$ cat src/hdl/ptwc_pkg.sv
`timescale 1ns / 1ps

package ptwc_pkg;

    localparam int HALF_LENGTH_DEFAULT = 1024;

    localparam int SAMPLE_W = 12;
    localparam int OFFSET_W = 10;
    localparam int COUNT_W  = 11;
    localparam int SUM_W    = 23;
    localparam int DEBUG_W  = 8;
    localparam int DSEL_W   = 3;

    localparam int S_TDATA_W = 48;
    localparam int M_TDATA_W = 80;

    localparam logic [SAMPLE_W-1:0] THRESH_RESET = 12'h100;
    localparam logic [DEBUG_W-1:0]  DEBUG_FILL   = 8'h55;

    // configuration register indexes
    localparam int CFG_INDEX_W = 2;
    localparam logic [CFG_INDEX_W-1:0] CFG_THRESHOLD_M  = 2'd0;
    localparam logic [CFG_INDEX_W-1:0] CFG_THRESHOLD_X  = 2'd1;
    localparam logic [CFG_INDEX_W-1:0] CFG_DEBUG_SELECT = 2'd2;

    // debug byte sources
    localparam logic [DSEL_W-1:0] DSEL_POSITION = 3'd0;
    localparam logic [DSEL_W-1:0] DSEL_BUFFERED = 3'd1;
    localparam logic [DSEL_W-1:0] DSEL_M        = 3'd2;
    localparam logic [DSEL_W-1:0] DSEL_X        = 3'd3;
    localparam logic [DSEL_W-1:0] DSEL_AUX      = 3'd4;
    localparam logic [DSEL_W-1:0] DSEL_RESET    = DSEL_M;

    typedef struct packed {
        logic [SAMPLE_W-1:0] sample_aux;
        logic [SAMPLE_W-1:0] sample_x;
        logic [SAMPLE_W-1:0] sample_m;
        logic [SAMPLE_W-1:0] sample_buffered;
    } in_word_t;

    typedef struct packed {
        logic [1:0]          pad;
        logic [SUM_W-1:0]    sum_x_out;
        logic [COUNT_W-1:0]  count_x;
        logic [COUNT_W-1:0]  count_m;
        logic [DEBUG_W-1:0]  debug_byte;
        logic                ready_b;
        logic                ready_a;
        logic [SAMPLE_W-1:0] write_data;
        logic [OFFSET_W-1:0] write_offset;
        logic                write_bank;
    } out_word_t;

    typedef struct packed {
        logic      report_valid;
        out_word_t word;
    } result_t;

    typedef struct packed {
        logic [SAMPLE_W-1:0] threshold_m;
        logic [SAMPLE_W-1:0] threshold_x;
        logic [DSEL_W-1:0]   debug_select;
    } cfg_t;

endpackage

$ cat src/hdl/ptwc_window.sv
`timescale 1ns / 1ps

module ptwc_window
    import ptwc_pkg::*;
#(
    parameter int HALF_LENGTH = HALF_LENGTH_DEFAULT
)
(
    input  logic     clk,
    input  logic     rst_n,
    input  logic     step,
    input  in_word_t item,
    input  cfg_t     cfg,
    output result_t  result
);

    localparam int POS_W = $clog2(2 * HALF_LENGTH + 1);
    localparam logic [POS_W-1:0] HALF = POS_W'(HALF_LENGTH);
    localparam logic [POS_W-1:0] FULL = POS_W'(2 * HALF_LENGTH);
    localparam logic [POS_W-1:0] POS_ONE = POS_W'(1);

    logic [POS_W-1:0]   position_reg;
    logic [POS_W-1:0]   position_next;
    logic [COUNT_W-1:0] run_count_m_reg;
    logic [COUNT_W-1:0] run_count_m_next;
    logic [COUNT_W-1:0] run_count_x_reg;
    logic [COUNT_W-1:0] run_count_x_next;
    logic [SUM_W-1:0]   run_sum_x_reg;
    logic [SUM_W-1:0]   run_sum_x_next;

    logic [COUNT_W-1:0] count_m_acc;
    logic [COUNT_W-1:0] count_x_acc;
    logic [SUM_W-1:0]   sum_x_acc;
    logic               hit_m;
    logic               hit_x;
    logic               boundary;
    logic [POS_W-1:0]   offset_full;
    logic [POS_W+OFFSET_W-1:0] offset_ext;
    logic [POS_W+DEBUG_W-1:0]  position_ext;
    logic [DEBUG_W-1:0] debug_byte;

    assign hit_m    = item.sample_m >= cfg.threshold_m;
    assign hit_x    = item.sample_x >= cfg.threshold_x;
    assign boundary = (position_reg == HALF) || (position_reg == FULL);

    assign count_m_acc = run_count_m_reg + COUNT_W'(hit_m);
    assign count_x_acc = run_count_x_reg + COUNT_W'(hit_x);
    assign sum_x_acc   = hit_x ? run_sum_x_reg + SUM_W'(item.sample_x) : run_sum_x_reg;

    assign offset_full  = (position_reg < HALF) ? position_reg :
                          (position_reg < FULL) ? position_reg - HALF : '0;
    assign offset_ext   = {{OFFSET_W{1'b0}}, offset_full};
    assign position_ext = {{DEBUG_W{1'b0}}, position_reg};

    always_comb
    begin
        case (cfg.debug_select)
            DSEL_POSITION: debug_byte = position_ext[DEBUG_W-1:0];
            DSEL_BUFFERED: debug_byte = item.sample_buffered[SAMPLE_W-1:4];
            DSEL_M:        debug_byte = item.sample_m[SAMPLE_W-1:4];
            DSEL_X:        debug_byte = item.sample_x[SAMPLE_W-1:4];
            DSEL_AUX:      debug_byte = item.sample_aux[SAMPLE_W-1:4];
            default:       debug_byte = DEBUG_FILL;
        endcase
    end

    always_comb
    begin
        result.report_valid      = boundary;
        result.word.pad          = '0;
        result.word.write_bank   = (position_reg >= HALF) && (position_reg < FULL);
        result.word.write_offset = offset_ext[OFFSET_W-1:0];
        result.word.write_data   = item.sample_buffered;
        result.word.ready_a      = position_reg == HALF;
        result.word.ready_b      = position_reg >= FULL;
        result.word.debug_byte   = debug_byte;
        result.word.count_m      = boundary ? count_m_acc : '0;
        result.word.count_x      = boundary ? count_x_acc : '0;
        result.word.sum_x_out    = boundary ? sum_x_acc : '0;
    end

    always_comb
    begin
        position_next    = position_reg;
        run_count_m_next = run_count_m_reg;
        run_count_x_next = run_count_x_reg;
        run_sum_x_next   = run_sum_x_reg;
        if (step)
        begin
            position_next    = (position_reg < FULL) ? position_reg + POS_ONE : POS_ONE;
            run_count_m_next = boundary ? '0 : count_m_acc;
            run_count_x_next = boundary ? '0 : count_x_acc;
            run_sum_x_next   = boundary ? '0 : sum_x_acc;
        end
    end

    always_ff @(posedge clk or negedge rst_n)
    begin
        if (!rst_n)
        begin
            position_reg    <= '0;
            run_count_m_reg <= '0;
            run_count_x_reg <= '0;
            run_sum_x_reg   <= '0;
        end
        else
        begin
            position_reg    <= position_next;
            run_count_m_reg <= run_count_m_next;
            run_count_x_reg <= run_count_x_next;
            run_sum_x_reg   <= run_sum_x_next;
        end
    end

endmodule

$ cat src/hdl/pingpong_threshold_window_counter.sv
`timescale 1ns / 1ps
// an input word passes the input register and the result register to reach m_tdata
// one word per cycle while m_tready is high; input and result register stall together
// position, window counters and sum update as a word leaves the input register
// reset (rst_n low, asynchronous) clears position, counters, valids and sets
// thresholds to 0x100 and debug select to channel two

module pingpong_threshold_window_counter
    import ptwc_pkg::*;
#(
    parameter int HALF_LENGTH = HALF_LENGTH_DEFAULT
)
(
    input  logic                   clk,
    input  logic                   rst_n,

    input  logic                   s_tvalid,
    output logic                   s_tready,
    // sample_buffered, sample_m, sample_x, sample_aux
    input  logic [S_TDATA_W-1:0]   s_tdata,

    output logic                   m_tvalid,
    input  logic                   m_tready,
    // write_bank, write_offset, write_data, ready_a, ready_b, debug_byte,
    // count_m, count_x, sum_x_out, zero pad
    output logic [M_TDATA_W-1:0]   m_tdata,
    // report_valid
    output logic                   m_tuser,

    input  logic                   cfg_we,
    input  logic [CFG_INDEX_W-1:0] cfg_index,
    input  logic [SAMPLE_W-1:0]    cfg_data
);

    cfg_t      cfg_reg;
    logic      in_valid_reg;
    in_word_t  in_word_reg;
    logic      out_valid_reg;
    out_word_t out_word_reg;
    logic      out_user_reg;
    logic      advance;
    logic      step;
    result_t   result;

    assign advance  = !out_valid_reg || m_tready;
    assign s_tready = !in_valid_reg || advance;
    assign step     = advance && in_valid_reg;

    assign m_tvalid = out_valid_reg;
    assign m_tdata  = out_word_reg;
    assign m_tuser  = out_user_reg;

    always_ff @(posedge clk or negedge rst_n)
    begin
        if (!rst_n)
        begin
            cfg_reg.threshold_m  <= THRESH_RESET;
            cfg_reg.threshold_x  <= THRESH_RESET;
            cfg_reg.debug_select <= DSEL_RESET;
        end
        else if (cfg_we)
        begin
            case (cfg_index)
                CFG_THRESHOLD_M:  cfg_reg.threshold_m  <= cfg_data;
                CFG_THRESHOLD_X:  cfg_reg.threshold_x  <= cfg_data;
                CFG_DEBUG_SELECT: cfg_reg.debug_select <= cfg_data[DSEL_W-1:0];
                default:          cfg_reg              <= cfg_reg;
            endcase
        end
    end

    always_ff @(posedge clk or negedge rst_n)
    begin
        if (!rst_n)
        begin
            in_valid_reg  <= 1'b0;
            out_valid_reg <= 1'b0;
        end
        else
        begin
            if (s_tready)
            begin
                in_valid_reg <= s_tvalid;
            end
            if (advance)
            begin
                out_valid_reg <= in_valid_reg;
            end
        end
    end

    always_ff @(posedge clk)
    begin
        if (s_tvalid && s_tready)
        begin
            in_word_reg <= s_tdata;
        end
        if (step)
        begin
            out_word_reg <= result.word;
            out_user_reg <= result.report_valid;
        end
    end

    ptwc_window #(
        .HALF_LENGTH (HALF_LENGTH)
    ) u_window (
        .clk    (clk),
        .rst_n  (rst_n),
        .step   (step),
        .item   (in_word_reg),
        .cfg    (cfg_reg),
        .result (result)
    );

endmodule

$ cat config.mk
export PLATFORM = sky130hd
export DESIGN_NAME = pingpong_threshold_window_counter
export DESIGN_NICKNAME = d
export VERILOG_FILES = /design/src/hdl/ptwc_pkg.sv /design/src/hdl/ptwc_window.sv /design/src/hdl/pingpong_threshold_window_counter.sv
export SDC_FILE = /design/constraint.sdc
export NUM_CORES = 1
export LEC_CHECK = 0
export BUFFER_PORTS_ARGS = -buffer_cell sky130_fd_sc_hd__clkbuf_2
export CORE_ASPECT_RATIO = 0.7
export CORE_MARGIN = 4
export CORE_UTILIZATION = 40
export DETAILED_ROUTE_END_ITERATION = 12
export PLACE_DENSITY_LB_ADDON = 0.12
export SLEW_MARGIN = 5
export SYNTH_ARGS = -nofsm -noshare
export SYNTH_HDL_FRONTEND = slang
export SYNTH_HIERARCHICAL = 1
export SYNTH_SLANG_ARGS = --single-unit
$ cat constraint.sdc
create_clock -name clk -period 3.7 [get_ports clk]
set_clock_uncertainty 0.1 [all_clocks]
set_input_delay 0.37 -clock clk [delete_from_list [all_inputs] [get_ports clk]]
set_output_delay 0.37 -clock clk [all_outputs]
set_load 0.03 [all_outputs]
==> run metrics <==
All-Layer GR Usage 17.3%; final setup fails 0; clk buf depth 3; Final period util 92.7%; core footprint 0.0249 mm2; initial antenna violation count 0; vias in the first global route 7049; Reg power frac 41.9%; crit path kind reg -> reg; warnings from Yosys 6; Pre-Repair DR Iteration Count 5; Setup crit start kind register; Clk pwr share 28.8%; Antenna Nets Post-Route 0; Hold Vio Cnt, Final 0; slowest stage delay, CP 410 ps; die area 0.0281 mm2; CP Max Fanout 4; fin. max-slew vios 0; Fin Setup TNS 0 ps; Initial Util 41.0%; Power Dens Cells 619 mW/mm2; grt ovf 0; MaxCap Viol Count 0; Mapped Cells 875; Tightest Pin Transition 1100 ps; Clock transition at path regs 60 ps; worst-path cell chain ha_1, a21o_1, a21o_1, a21o_1, a21o_1, a221oi_2, o21ai_1, ha_1, ha_1, nand3_1, nor2_1, and3_1, nand3_1, xor2_1, nor2_1; largest net degree at the start of global routing 100; Post-DP HPWL 16400 um; via count 7201; cell count after placement 1306; Area growth syn-to-layout 21.3%; vias per std cell 5.17; crit path time final 3430 ps; CTS tree done; Cell Int Power 5090 uW; final wirelength 24200 um; mean post-synth cell area 11.6 um2; Sw Ratio 33.5%; CTS root buf clkbuf_16; VDD IR-drop max 0.000316 V; max FFs per register 80; Data arrival, critical path 3580 ps; combinational fraction of design power 29.3%; CP Capture Type register; Leak Pwr 0.00527 uW; Switching Power 2560 uW; max_slew headroom 26.8%; fin cells 1392; ratio of cells with drive above 1 in the final layout 22.7%; Synth Cell Area 0.0102 mm2; routed len/inst 17.4 um; Worst EP required 3850 ps; initial drt markers 490; H-tree depth 1; TritonCTS Buffers 22; fmax 291 MHz; Worst Hold Class in -> reg; gp weighted congestion 0.840; Vert. Die Dim 142 um; top-level I/O count 150; row count 48; drt drc 0; fin nets 1161; clk sinks 211; # port buffers 145; latest clock arrival within the worst-skew pair 500 ps; status completed; number of buffers added for setup after CTS 0; global-route wire length before repair 39000 um; n_diodes 0; CP most frequent cell a21o_1; Critical-path top delay cell edfxtp_1; Die W 199 um; unrepaired setup endpoints after global routing false
[through the flow]
| step | util (%) | area (um2) | setup WS, ps | hold WS, ps | power [uW] |
|---|---|---|---|---|---|
| after global placement | 44.9 | 11200 | 130 | 301 | 5430 |
| after global routing | 49.7 | 12400 | 51.9 | 15.9 | 8180 |
| after floorplan | - | 10200 | 314 | -25.6 | 4860 |
| after CTS | 49.7 | 12400 | 104 | 13.0 | 7740 |
| after detailed placement | 44.9 | 11200 | 110 | 305 | 5450 |
| final | 49.7 | 12400 | 269 | 28.7 | 7650 |
[worst max-delay path: cells and delay by family (launching register included)]
kind / cells / cell delay [ps]
compound gates: 6 / 1150
flops: 1 / 410
simple gates: 5 / 590
fa+ha+maj: 3 / 760
xor+xnor: 1 / 160
[layer usage]
metal / up-vias / GRT usage [%] / routed length, um
met3: 27 / 2.28 / 1170
met5: - / 0 / 0
met4: 0 / 3.13 / 401
met2: 171 / 25.5 / 10300
li1: 3540 / - / -
met1: 3463 / 27.5 / 12300
[final cells by class]
cell class | count | area (um2)
inverters | 46 | 173
flip-flops and latches | 211 | 5910
clock buffers | 30 | 622
well taps | 325 | 407
repair buffers | 209 | 1340
clock inverters | 10 | 98.8
fillers | 2294 | 12500
multi-input cells | 561 | 3810
[final timing paths]
| path | from | to | slack, ps | depth (start not counted) |
|---|---|---|---|---|
| max | in_word_reg[17] | m_tdata[43] | 270 | 15 |
| min | cfg_data[3] | cfg_reg[18] | 30 | 2 |
| min reg2reg | in_word_reg[0] | m_tdata[11] | 320 | 0 |
| max in group asynchronous | rst_n | u_window/run_sum_x_reg[14] | 2300 | 3 |
| max reg2reg | in_word_reg[17] | m_tdata[43] | 270 | 15 |
| min in group asynchronous | rst_n | cfg_reg[16] | 460 | 2 |
[power by group through the flow]
stage / clock [uW] / combinational [uW] / sequential, uW
after floorplan: 0 / 1580 / 3290
after global placement: 0 / 2180 / 3240
after detailed placement: 0 / 2200 / 3250
after CTS: 2280 / 2250 / 3210
after global routing: 2380 / 2530 / 3260
final: 2210 / 2240 / 3200
[cells in the final DEF (no fill, tap or decap), drive strengths merged, types with 4 or more instances in the layout]
master,instances
a21oi,44
dlygate4sd3,46
nor2,59
a211oi,7
ha,42
a22o,4
xor2,13
nand2,85
o211ai,5
nand2b,7
a31oi,10
and2,7
o31ai,13
mux2,28
a211o,6
xnor2,16
a21o,15
nand4,7
nand3b,5
and3,17
edfxtp,125
o311ai,4
o21ai,51
buf,19
dfrtp,83
or4,10
nand3,23
nor3,5
clkbuf,174
inv,46
nor2b,11
clkinv,8
o2bb2ai,13
mux2i,10
nor4b,5
[timing repair]
action / CTS / global route
hold buffers: 46 / 0
resized for setup: 0 / 2
endpoints found under the setup margin: 0 / 3
hold endpoints to repair: 74 / 0
Power figures use the tool's default switching activity.
